`config.mk`:
```
export PLATFORM = sky130hd
export DESIGN_NAME = unix_seconds_to_iso8601_text_core
export DESIGN_NICKNAME = d
export VERILOG_FILES = /design/src/rtl/core/uts_pkg.sv /design/src/rtl/core/uts_front.sv /design/src/rtl/core/uts_fifo.sv /design/src/rtl/core/uts_conv.sv /design/src/rtl/core/uts_emit.sv /design/src/rtl/core/unix_seconds_to_iso8601_text_core.sv
export VERILOG_INCLUDE_DIRS = /design/src /design/src/rtl/core
export SDC_FILE = /design/constraint.sdc
export NUM_CORES = 2
export LEC_CHECK = 0
export BUFFER_PORTS_ARGS = -buffer_cell sky130_fd_sc_hd__buf_2
export CORE_MARGIN = 2
export CORE_UTILIZATION = 51
export DETAILED_ROUTE_END_ITERATION = 10
export PLACE_DENSITY = 0.75
export SLEW_MARGIN = 20
export SYNTH_ARGS = -nofsm -noshare
export SYNTH_HDL_FRONTEND = slang
export SYNTH_SLANG_ARGS = --single-unit
```
`constraint.sdc`:
```
create_clock -name i_clk -period 19.5 [get_ports i_clk]
set_input_delay 3.9 -clock i_clk [delete_from_list [all_inputs] [get_ports i_clk]]
set_output_delay 3.9 -clock i_clk [all_outputs]
set_load 0.01 [all_outputs]
```
`src/rtl/core/assert_macros.svh`:
```
// Assertion macros shared by the timestamp text core.
`ifndef ASSERT_MACROS_SVH
`define ASSERT_MACROS_SVH

// The expression must never be true outside reset.
`define CHK_NEVER(label, expr, msg) \
    label: assert property (@(posedge i_clk) disable iff (!i_rst_n) !(expr)) \
        else $error(msg);

// The consequent must hold in the same cycle as the antecedent.
`define CHK_IMPL(label, ante, cons, msg) \
    label: assert property (@(posedge i_clk) disable iff (!i_rst_n) (ante) |-> (cons)) \
        else $error(msg);

// The consequent must hold in the cycle after the antecedent.
`define CHK_NEXT(label, ante, cons, msg) \
    label: assert property (@(posedge i_clk) disable iff (!i_rst_n) (ante) |=> (cons)) \
        else $error(msg);

`endif

```
`src/rtl/core/uts_pkg.sv`:
```
// Shared types, constants and reciprocal divisors for the timestamp text core.
package uts_pkg;

    localparam int SecondsW = 38;
    localparam logic [SecondsW-1:0] MaxSeconds = 38'd253402300799;

    localparam int QueueDepth = 4;
    localparam int QueuePtrW = $clog2(QueueDepth);
    localparam int QueueCntW = $clog2(QueueDepth + 1);

    localparam int NumDigits = 14;
    localparam int NumLanes = 7;
    localparam int TextLen = 20;
    localparam logic [4:0] LastPos = 5'(TextLen - 1);

    localparam logic [9:0] DayDivisor = 10'd675;
    localparam logic [19:0] EpochDays = 20'd719468;
    localparam logic [17:0] DaysPerEra = 18'd146097;
    localparam logic [11:0] SecPerHour = 12'd3600;
    localparam logic [5:0] SecPerMin = 6'd60;
    localparam logic [8:0] DaysPerYear = 9'd365;
    localparam logic [8:0] YearsPerEra = 9'd400;
    localparam logic [17:0] CentDays1 = 18'd36524;
    localparam logic [17:0] CentDays2 = 18'd73048;
    localparam logic [17:0] CentDays3 = 18'd109572;

    localparam int DayShift = 41;
    localparam logic [31:0] DayRecip = 32'(((64'd1 << DayShift) + 64'd674) / 64'd675);
    localparam int HourShift = 29;
    localparam logic [17:0] HourRecip = 18'(((64'd1 << HourShift) + 64'd3599) / 64'd3600);
    localparam int MinShift = 18;
    localparam logic [12:0] MinRecip = 13'(((64'd1 << MinShift) + 64'd59) / 64'd60);
    localparam int EraShift = 40;
    localparam logic [22:0] EraRecip = 23'(((64'd1 << EraShift) + 64'd146096) / 64'd146097);
    localparam int QuadShift = 29;
    localparam logic [18:0] QuadRecip = 19'(((64'd1 << QuadShift) + 64'd1459) / 64'd1460);
    localparam int YearShift = 27;
    localparam logic [18:0] YearRecip = 19'(((64'd1 << YearShift) + 64'd364) / 64'd365);
    localparam int MonthShift = 19;
    localparam logic [11:0] MonthRecip = 12'(((64'd1 << MonthShift) + 64'd152) / 64'd153);
    localparam int HundShift = 21;
    localparam logic [14:0] HundRecip = 15'(((64'd1 << HundShift) + 64'd99) / 64'd100);
    localparam int TenShift = 11;
    localparam logic [7:0] TenRecip = 8'(((64'd1 << TenShift) + 64'd9) / 64'd10);

    localparam logic [7:0] CharZero = 8'h30;
    localparam logic [7:0] CharDash = 8'h2D;
    localparam logic [7:0] CharT = 8'h54;
    localparam logic [7:0] CharColon = 8'h3A;
    localparam logic [7:0] CharZ = 8'h5A;

    typedef struct packed {
        logic [SecondsW-1:0] secs;
        logic                clamped;
    } t_item;

    typedef struct packed {
        logic [NumDigits-1:0][3:0] digit;
        logic                      clamped;
    } t_line;

    typedef enum logic [3:0] {
        S_IDLE,
        S_DAYQ,
        S_DAYR,
        S_DIVQ,
        S_DIVR,
        S_SUBQ,
        S_SUBR,
        S_YOEQ,
        S_DOY,
        S_MPQ,
        S_DATE,
        S_YEARQ,
        S_YEARR,
        S_TENS,
        S_ONES,
        S_DONE
    } t_conv_state;

    function automatic logic [8:0] month_start(logic [3:0] mp);
        logic [8:0] days;
        case (mp)
            4'd0:    days = 9'd0;
            4'd1:    days = 9'd31;
            4'd2:    days = 9'd61;
            4'd3:    days = 9'd92;
            4'd4:    days = 9'd122;
            4'd5:    days = 9'd153;
            4'd6:    days = 9'd184;
            4'd7:    days = 9'd214;
            4'd8:    days = 9'd245;
            4'd9:    days = 9'd275;
            4'd10:   days = 9'd306;
            4'd11:   days = 9'd337;
            default: days = 9'd0;
        endcase
        return days;
    endfunction

endpackage

```
`src/rtl/core/uts_front.sv`:
```
// Input stage: takes items, clamps out-of-range times and feeds the queue.
module uts_front import uts_pkg::*; (
    input  logic                i_clk,
    input  logic                i_rst_n,
    input  logic                i_valid,
    input  logic [SecondsW-1:0] i_unix_seconds,
    output logic                o_stall,
    input  logic                i_full,
    output logic                o_push,
    output t_item               o_item
);

    logic  r_valid;
    t_item r_item;
    logic  w_accept;
    logic  w_over;

    assign o_stall  = r_valid && i_full;
    assign o_push   = r_valid && !i_full;
    assign o_item   = r_item;
    assign w_accept = i_valid && !o_stall;
    assign w_over   = i_unix_seconds > MaxSeconds;

    always_ff @(posedge i_clk) begin
        if (!i_rst_n) begin
            r_valid <= 1'b0;
        end else begin
            r_valid <= w_accept || (r_valid && i_full);
        end
    end

    always_ff @(posedge i_clk) begin
        if (w_accept) begin
            r_item.secs    <= w_over ? MaxSeconds : i_unix_seconds;
            r_item.clamped <= w_over;
        end
    end

endmodule

```
`src/rtl/core/uts_fifo.sv`:
```
// Short queue of clamped items between the input stage and the converter.
`include "assert_macros.svh"
module uts_fifo import uts_pkg::*; (
    input  logic  i_clk,
    input  logic  i_rst_n,
    input  logic  i_push,
    input  t_item i_item,
    output logic  o_full,
    input  logic  i_pop,
    output logic  o_valid,
    output t_item o_item
);

    t_item                r_mem [QueueDepth];
    logic [QueuePtrW-1:0] r_wr;
    logic [QueuePtrW-1:0] r_rd;
    logic [QueueCntW-1:0] r_count;

    assign o_full  = r_count == QueueCntW'(QueueDepth);
    assign o_valid = r_count != '0;
    assign o_item  = r_mem[r_rd];

    always_ff @(posedge i_clk) begin
        if (!i_rst_n) begin
            r_wr    <= '0;
            r_rd    <= '0;
            r_count <= '0;
        end else begin
            if (i_push) begin
                r_wr <= (r_wr == QueuePtrW'(QueueDepth - 1)) ? '0 : r_wr + 1'b1;
            end
            if (i_pop) begin
                r_rd <= (r_rd == QueuePtrW'(QueueDepth - 1)) ? '0 : r_rd + 1'b1;
            end
            if (i_push && !i_pop) begin
                r_count <= r_count + 1'b1;
            end else if (i_pop && !i_push) begin
                r_count <= r_count - 1'b1;
            end
        end
    end

    always_ff @(posedge i_clk) begin
        if (i_push) begin
            r_mem[r_wr] <= i_item;
        end
    end

    `CHK_NEVER(a_no_overflow, i_push && !i_pop && o_full, "queue written while full")
    `CHK_NEVER(a_no_underflow, i_pop && !o_valid, "queue read while empty")

endmodule

```
`src/rtl/core/uts_conv.sv`:
```
// Sequenced converter from seconds to the fourteen decimal digits of the text.
`include "assert_macros.svh"
module uts_conv import uts_pkg::*; (
    input  logic  i_clk,
    input  logic  i_rst_n,
    input  logic  i_valid,
    input  t_item i_item,
    output logic  o_pop,
    output logic  o_valid,
    input  logic  i_ready,
    output t_line o_line
);

    t_conv_state r_state;
    t_conv_state n_state;

    logic [SecondsW-1:0] r_t;
    logic                r_clamp;
    logic [21:0]         r_days;
    logic [16:0]         r_sod;
    logic [21:0]         r_z;
    logic [4:0]          r_era;
    logic [4:0]          r_hour;
    logic [17:0]         r_doe;
    logic [11:0]         r_remh;
    logic [6:0]          r_q1460;
    logic [5:0]          r_min;
    logic [17:0]         r_num;
    logic [5:0]          r_sec;
    logic [8:0]          r_yoe;
    logic [8:0]          r_doy;
    logic [13:0]         r_ybase;
    logic [3:0]          r_mp;
    logic [4:0]          r_dom;
    logic [3:0]          r_mo;
    logic [13:0]         r_year;
    logic [6:0]          r_yhi;
    logic [6:0]          r_ylo;
    logic [3:0]          r_tens [NumLanes];
    t_line               r_line;

    logic [62:0] w_day_prod;
    logic [30:0] w_day_back;
    logic [44:0] w_era_prod;
    logic [34:0] w_hour_prod;
    logic [36:0] w_quad_prod;
    logic [24:0] w_min_prod;
    logic [1:0]  w_cent_cnt;
    logic [36:0] w_yoe_prod;
    logic [1:0]  w_yoe_cent;
    logic [17:0] w_yoe_days;
    logic [10:0] w_mp_arg;
    logic [22:0] w_mp_prod;
    logic        w_jan_feb;
    logic [28:0] w_hund_prod;
    logic [6:0]  w_val [NumLanes];
    logic [14:0] w_ten_prod [NumLanes];

    assign w_day_prod  = 63'(r_t[SecondsW-1:7]) * 63'(DayRecip);
    assign w_day_back  = 31'(r_days) * 31'(DayDivisor);
    assign w_era_prod  = 45'(r_z) * 45'(EraRecip);
    assign w_hour_prod = 35'(r_sod) * 35'(HourRecip);
    assign w_quad_prod = 37'(r_doe) * 37'(QuadRecip);
    assign w_min_prod  = 25'(r_remh) * 25'(MinRecip);
    assign w_cent_cnt  = 2'(r_doe >= CentDays1) + 2'(r_doe >= CentDays2)
                       + 2'(r_doe >= CentDays3);
    assign w_yoe_prod  = 37'(r_num) * 37'(YearRecip);
    assign w_yoe_cent  = 2'(r_yoe >= 9'd100) + 2'(r_yoe >= 9'd200) + 2'(r_yoe >= 9'd300);
    assign w_yoe_days  = 18'(r_yoe) * 18'(DaysPerYear) + 18'(r_yoe[8:2]) - 18'(w_yoe_cent);
    assign w_mp_arg    = 11'(r_doy) * 11'd5 + 11'd2;
    assign w_mp_prod   = 23'(w_mp_arg) * 23'(MonthRecip);
    assign w_jan_feb   = r_mp >= 4'd10;
    assign w_hund_prod = 29'(r_year) * 29'(HundRecip);

    always_comb begin
        w_val[0] = r_yhi;
        w_val[1] = r_ylo;
        w_val[2] = 7'(r_mo);
        w_val[3] = 7'(r_dom);
        w_val[4] = 7'(r_hour);
        w_val[5] = 7'(r_min);
        w_val[6] = 7'(r_sec);
        for (int i = 0; i < NumLanes; i++) begin
            w_ten_prod[i] = 15'(w_val[i]) * 15'(TenRecip);
        end
    end

    always_comb begin
        n_state = r_state;
        case (r_state)
            S_IDLE: begin
                if (i_valid) begin
                    n_state = S_DAYQ;
                end
            end
            S_DAYQ:  n_state = S_DAYR;
            S_DAYR:  n_state = S_DIVQ;
            S_DIVQ:  n_state = S_DIVR;
            S_DIVR:  n_state = S_SUBQ;
            S_SUBQ:  n_state = S_SUBR;
            S_SUBR:  n_state = S_YOEQ;
            S_YOEQ:  n_state = S_DOY;
            S_DOY:   n_state = S_MPQ;
            S_MPQ:   n_state = S_DATE;
            S_DATE:  n_state = S_YEARQ;
            S_YEARQ: n_state = S_YEARR;
            S_YEARR: n_state = S_TENS;
            S_TENS:  n_state = S_ONES;
            S_ONES:  n_state = S_DONE;
            S_DONE: begin
                if (i_ready) begin
                    n_state = S_IDLE;
                end
            end
            default: n_state = S_IDLE;
        endcase
    end

    always_comb begin
        o_pop   = 1'b0;
        o_valid = 1'b0;
        case (r_state)
            S_IDLE:  o_pop = i_valid;
            S_DONE:  o_valid = 1'b1;
            default: begin
                o_pop   = 1'b0;
                o_valid = 1'b0;
            end
        endcase
    end

    assign o_line = r_line;

    always_ff @(posedge i_clk) begin
        if (!i_rst_n) begin
            r_state <= S_IDLE;
        end else begin
            r_state <= n_state;
        end
    end

    always_ff @(posedge i_clk) begin
        case (r_state)
            S_IDLE: begin
                if (i_valid) begin
                    r_t     <= i_item.secs;
                    r_clamp <= i_item.clamped;
                end
            end
            S_DAYQ: begin
                r_days <= 22'(w_day_prod >> DayShift);
            end
            S_DAYR: begin
                r_sod <= {10'(r_t[SecondsW-1:7] - w_day_back), r_t[6:0]};
                r_z   <= r_days + 22'(EpochDays);
            end
            S_DIVQ: begin
                r_era  <= 5'(w_era_prod >> EraShift);
                r_hour <= 5'(w_hour_prod >> HourShift);
            end
            S_DIVR: begin
                r_doe  <= 18'(r_z - 22'(r_era) * 22'(DaysPerEra));
                r_remh <= 12'(r_sod - 17'(r_hour) * 17'(SecPerHour));
            end
            S_SUBQ: begin
                r_q1460 <= 7'(w_quad_prod >> QuadShift);
                r_min   <= 6'(w_min_prod >> MinShift);
            end
            S_SUBR: begin
                r_num <= r_doe - 18'(r_q1460) + 18'(w_cent_cnt);
                r_sec <= 6'(r_remh - 12'(r_min) * 12'(SecPerMin));
            end
            S_YOEQ: begin
                r_yoe <= 9'(w_yoe_prod >> YearShift);
            end
            S_DOY: begin
                r_doy   <= 9'(r_doe - w_yoe_days);
                r_ybase <= 14'(r_yoe) + 14'(r_era) * 14'(YearsPerEra);
            end
            S_MPQ: begin
                r_mp <= 4'(w_mp_prod >> MonthShift);
            end
            S_DATE: begin
                r_dom  <= 5'(r_doy - month_start(r_mp) + 9'd1);
                r_mo   <= w_jan_feb ? r_mp - 4'd9 : r_mp + 4'd3;
                r_year <= r_ybase + 14'(w_jan_feb);
            end
            S_YEARQ: begin
                r_yhi <= 7'(w_hund_prod >> HundShift);
            end
            S_YEARR: begin
                r_ylo <= 7'(r_year - 14'(r_yhi) * 14'd100);
            end
            S_TENS: begin
                for (int i = 0; i < NumLanes; i++) begin
                    r_tens[i] <= 4'(w_ten_prod[i] >> TenShift);
                end
            end
            S_ONES: begin
                for (int i = 0; i < NumLanes; i++) begin
                    r_line.digit[2*i]   <= r_tens[i];
                    r_line.digit[2*i+1] <= 4'(w_val[i] - 7'(r_tens[i]) * 7'd10);
                end
                r_line.clamped <= r_clamp;
            end
            default: begin
            end
        endcase
    end

    `CHK_NEXT(a_line_held, o_valid && !i_ready, o_valid && $stable(o_line),
              "finished line changed before the emitter took it")
    `CHK_IMPL(a_pop_idle, o_pop, !o_valid && i_valid, "queue popped while a line is pending")

endmodule

```
`src/rtl/core/uts_emit.sv`:
```
// Output stage: holds one converted line and sends its twenty characters in order.
`include "assert_macros.svh"
module uts_emit import uts_pkg::*; (
    input  logic        i_clk,
    input  logic        i_rst_n,
    input  logic        i_line_valid,
    input  t_line       i_line,
    output logic        o_line_ready,
    output logic        o_valid,
    input  logic        i_stall,
    output logic [7:0]  o_text_char,
    output logic [4:0]  o_char_position,
    output logic        o_last_char,
    output logic        o_range_clamped
);

    logic       r_busy;
    logic [4:0] r_pos;
    t_line      r_line;
    logic       w_take;
    logic       w_at_last;
    logic       w_load;

    function automatic logic [7:0] digit_char(logic [3:0] d);
        return CharZero + 8'(d);
    endfunction

    function automatic logic [7:0] char_at(logic [4:0] pos, t_line line);
        logic [7:0] ch;
        case (pos)
            5'd0:    ch = digit_char(line.digit[0]);
            5'd1:    ch = digit_char(line.digit[1]);
            5'd2:    ch = digit_char(line.digit[2]);
            5'd3:    ch = digit_char(line.digit[3]);
            5'd4:    ch = CharDash;
            5'd5:    ch = digit_char(line.digit[4]);
            5'd6:    ch = digit_char(line.digit[5]);
            5'd7:    ch = CharDash;
            5'd8:    ch = digit_char(line.digit[6]);
            5'd9:    ch = digit_char(line.digit[7]);
            5'd10:   ch = CharT;
            5'd11:   ch = digit_char(line.digit[8]);
            5'd12:   ch = digit_char(line.digit[9]);
            5'd13:   ch = CharColon;
            5'd14:   ch = digit_char(line.digit[10]);
            5'd15:   ch = digit_char(line.digit[11]);
            5'd16:   ch = CharColon;
            5'd17:   ch = digit_char(line.digit[12]);
            5'd18:   ch = digit_char(line.digit[13]);
            5'd19:   ch = CharZ;
            default: ch = CharZ;
        endcase
        return ch;
    endfunction

    assign w_take       = r_busy && !i_stall;
    assign w_at_last    = r_pos == LastPos;
    assign o_line_ready = !r_busy || (w_take && w_at_last);
    assign w_load       = i_line_valid && o_line_ready;

    assign o_valid         = r_busy;
    assign o_char_position = r_pos;
    assign o_last_char     = w_at_last;
    assign o_range_clamped = r_line.clamped;
    assign o_text_char     = char_at(r_pos, r_line);

    always_ff @(posedge i_clk) begin
        if (!i_rst_n) begin
            r_busy <= 1'b0;
            r_pos  <= '0;
        end else if (w_load) begin
            r_busy <= 1'b1;
            r_pos  <= '0;
        end else if (w_take) begin
            if (w_at_last) begin
                r_busy <= 1'b0;
            end else begin
                r_pos <= r_pos + 5'd1;
            end
        end
    end

    always_ff @(posedge i_clk) begin
        if (w_load) begin
            r_line <= i_line;
        end
    end

    `CHK_IMPL(a_pos_range, r_busy, r_pos <= LastPos, "character position past the end")
    `CHK_NEXT(a_wrap_load, w_take && w_at_last && i_line_valid, r_busy && r_pos == '0,
              "next line not started right after the last character")

endmodule

```
`src/rtl/core/unix_seconds_to_iso8601_text_core.sv`:
```
// Each item passes the input register, the queue and the converter sequence before its first character is offered.
// The output stage sends one character per cycle while i_stall is low, and so sets the item rate;
// the converter sequence runs on the next item while the current line is sent.
// A four-entry queue lets the input side keep taking items while the output is stalled.
// Reset is synchronous and active low; it empties the queue and clears all handshakes.
module unix_seconds_to_iso8601_text_core import uts_pkg::*; (
    input  logic                i_clk,
    input  logic                i_rst_n,
    input  logic                i_valid,
    output logic                o_stall,
    input  logic [SecondsW-1:0] i_unix_seconds,
    output logic                o_valid,
    input  logic                i_stall,
    output logic [7:0]          o_text_char,
    output logic [4:0]          o_char_position,
    output logic                o_last_char,
    output logic                o_range_clamped
);

    logic  w_full;
    logic  w_push;
    t_item w_push_item;
    logic  w_pop;
    logic  w_q_valid;
    t_item w_q_item;
    logic  w_line_valid;
    logic  w_line_ready;
    t_line w_line;

    uts_front u_front (
        .i_clk          (i_clk),
        .i_rst_n        (i_rst_n),
        .i_valid        (i_valid),
        .i_unix_seconds (i_unix_seconds),
        .o_stall        (o_stall),
        .i_full         (w_full),
        .o_push         (w_push),
        .o_item         (w_push_item)
    );

    uts_fifo u_fifo (
        .i_clk   (i_clk),
        .i_rst_n (i_rst_n),
        .i_push  (w_push),
        .i_item  (w_push_item),
        .o_full  (w_full),
        .i_pop   (w_pop),
        .o_valid (w_q_valid),
        .o_item  (w_q_item)
    );

    uts_conv u_conv (
        .i_clk   (i_clk),
        .i_rst_n (i_rst_n),
        .i_valid (w_q_valid),
        .i_item  (w_q_item),
        .o_pop   (w_pop),
        .o_valid (w_line_valid),
        .i_ready (w_line_ready),
        .o_line  (w_line)
    );

    uts_emit u_emit (
        .i_clk           (i_clk),
        .i_rst_n         (i_rst_n),
        .i_line_valid    (w_line_valid),
        .i_line          (w_line),
        .o_line_ready    (w_line_ready),
        .o_valid         (o_valid),
        .i_stall         (i_stall),
        .o_text_char     (o_text_char),
        .o_char_position (o_char_position),
        .o_last_char     (o_last_char),
        .o_range_clamped (o_range_clamped)
    );

endmodule
```
==> metrics.yaml <==
run_status:
  status: "complete, no violations"
critical_path:
  start_kind: "register"
  cp_data_arrival_time_ps: 7910
  r2r_cells: 22
  cp_max_fo: 9
  required_ps: 19910
  worst-setup-path-type: "reg -> reg"
  worst_setup_path_end_kind: "register"
synthesis:
  syn_nets: 8935
  async_flop_share_pct: 0
  postSynthCellCount: 6228
  synth_flop_cell: "edfxtp_1"
  synth.distinct_cells: 82
  synth.avg_cell_area_sq_um: 11.8
  synth_edf_count: 560
  synth_area_sq_um: 73400
  ys_ff_latch: 583
  synth_warnings: 0
  synth_seq_area_share_pct: 23.5
global_routing:
  grt_first_pass_wirelength_mm: 254
  grt_max_degree: 50
  grt-ovfl-total: 0
  antenna_found_initial: 7
  grtUsageTotal_pct: 22.0
  grt_pass1_vias: 48100
detailed_routing:
  drt_pass1_iterations: 5
  finalWirelength_mm: 154
  vias: 43900
  viasPerCell: 5.29
  drc: 0
  final_antenna_net_count: 0
  drt_iter0_drc: 2182
  wl_per_cell_um: 18.5
timing:
  skew_ps: 36.7
  final-hold-violation-count: 0
  setup_tns_ps: 0
  tightest_slew_ps: 922
  relSlewSlack_pct: 38.5
  setup_viol: 0
  period_needed_ps: 7500
  finalMaxSlewViolations: 0
  fmax_ghz: 0.133
  rsz0062_at_grt: "no"
  min_period_over_period_pct: 38.5
cts:
  htree_levels: 3
  ctsResizeCount: 0
  cts_hold_buf: 0
  clockBufferDepth: 3
  clk_pin_slew_ps: 60
  cts_setup_buffers: 0
  clock_sinks: 583
  clock_latency_ps: 680
  cts_tree: "built"
  cts_buffers: 68
  root_buffer: "clkbuf_16"
floorplanning:
  start_util_pct: 51.2
  rows: 139
  dieWidth_um: 383
  die_h_um: 383
  core_area_sq_um: 143000
  die-area_sq_um: 147000
  boundaryPins: 59
placement:
  globalplace.congestion: 0.984
  hpwl_mm: 130
  io_buffers: 57
  place_area_sq_um: 76200
finish:
  final_nets: 9052
  syn_to_final_growth_pct: 6.79
  drive_gt1_share_pct: 4.61
  layout_common_cells: "1728 x ha_1, 1560 x inv_1, 937 x fa_1"
  final_common_cell: "ha_1"
  fin_area_sq_um: 78400
hold_path:
  hp-class: "reg -> reg"
  min_path_cells: 0
flow_run:
  cap_violations: 0
metrics by stage:
step,util [%],setup WS (ps),instances,hold WS [ps]
2_1_floorplan,-,11160,6228,400
3_3_place_gp,53.2,12060,8178,400
3_5_place_dp,53.2,11960,8178,405
4_1_cts,54.7,11980,8298,416
5_1_grt,54.7,11600,8300,422
6_report,54.7,12000,8300,416
state kept, by name, indices dropped and copies added (netlist names), 12 cells and up, named ones only:
signal	count
u_emit.r_line	47
u_front.o_item	39
u_conv.r_days	22
u_fifo.r_mem	156
u_conv.r_ybase	14
u_conv.r_sod	17
u_conv.r_t	38
u_conv.r_z	22
u_conv.r_remh	12
u_conv.r_tens	19
u_conv.o_line	48
u_conv.r_num	18
u_conv.r_year	14
u_conv.r_doe	18
final timing paths:
| check | startpoint | endpoint | slack [ps] |
|---|---|---|---|
| max | u_conv.r_t[23] | u_conv.r_days[21] | 12000 |
| min | u_conv.o_line[30] | u_emit.r_line[30] | 420 |
| max reg2reg | u_conv.r_t[23] | u_conv.r_days[21] | 12000 |
| min reg2reg | u_conv.o_line[30] | u_emit.r_line[30] | 420 |
critical path, cell delays in order, from the launching register on:
cell and delay (ps):
edfxtp_1 600, ha_1 370, fa_1 530, inv_1 60, fa_1 540, fa_1 440, fa_1 510, inv_1 60
fa_1 500, fa_1 550, inv_1 50, fa_1 540, inv_1 40, ha_1 300, and4_1 260, and3_1 200
o2111ai_1 130, o41a_2 590, o21ai_4 300, a21oi_1 220, o211ai_2 240, a21oi_1 100, xnor2_1 120
cell families (layout without fill, tap and decap cells):
group	count (synthesis)	in the layout	share of synthesized area [%]
and+or+nand+nor	504	504	3.53
buffers and inverters	1590	1757	8.14
AOI/OAI and AO/OA	549	549	4.99
xor gates and xnor gates	282	282	3.37
muxes	54	54	1.42
adders and majority gates	2665	2665	55.0
other	1	3	0.00511
DFF	583	583	23.5
cell type report:
type	count	area [sq um]
tap	1903	2380
inverter	1560	5860
clock inverter	41	457
timing repair buffer	77	435
sequential	583	17300
fill	12000	64900
multi-input combinational	4055	50200
antenna	2	5.00
clock buffer	79	1740
per-layer routing:
metal	global-route usage (%)	vias to the layer above	wire, um
li1	-	20800	-
met3	2.29	193	5800
met1	29.1	22200	67100
met4	6.03	0	4250
met2	38.4	760	76500
met5	0	-	0
synthesized netlist by cell type (10+ instances only):
| library cell | n | share of area, % |
|---|---|---|
| o21bai_1 | 20 | 0.20 |
| a21oi_1 | 155 | 1.1 |
| xnor2_1 | 198 | 2.4 |
| fa_1 | 937 | 26 |
| and3_1 | 29 | 0.25 |
| inv_1 | 1560 | 8.0 |
| a31oi_1 | 15 | 0.13 |
| a211oi_1 | 19 | 0.19 |
| clkbuf_1 | 24 | 0.12 |
| and2_1 | 18 | 0.15 |
| a22oi_1 | 10 | 0.10 |
| nand2_1 | 86 | 0.44 |
| edfxtp_1 | 560 | 23 |
| nand4_1 | 27 | 0.23 |
| mux2i_1 | 12 | 0.16 |
| xor2_1 | 84 | 1.0 |
| or2_2 | 39 | 0.33 |
| nand2b_1 | 26 | 0.22 |
| ha_1 | 1728 | 29 |
| dfxtp_1 | 23 | 0.63 |
| a21o_1 | 99 | 1.0 |
| nor3_1 | 35 | 0.24 |
| mux4_2 | 39 | 1.2 |
| nor2b_1 | 51 | 0.43 |
| o21a_1 | 36 | 0.37 |
| nand3_1 | 48 | 0.33 |
| o21ai_0 | 89 | 0.61 |
| nor2_1 | 111 | 0.57 |
Power is left out: the tool's default activity adds up to more than one toggle a clock period on the data nets, which glitch-free logic cannot reach.
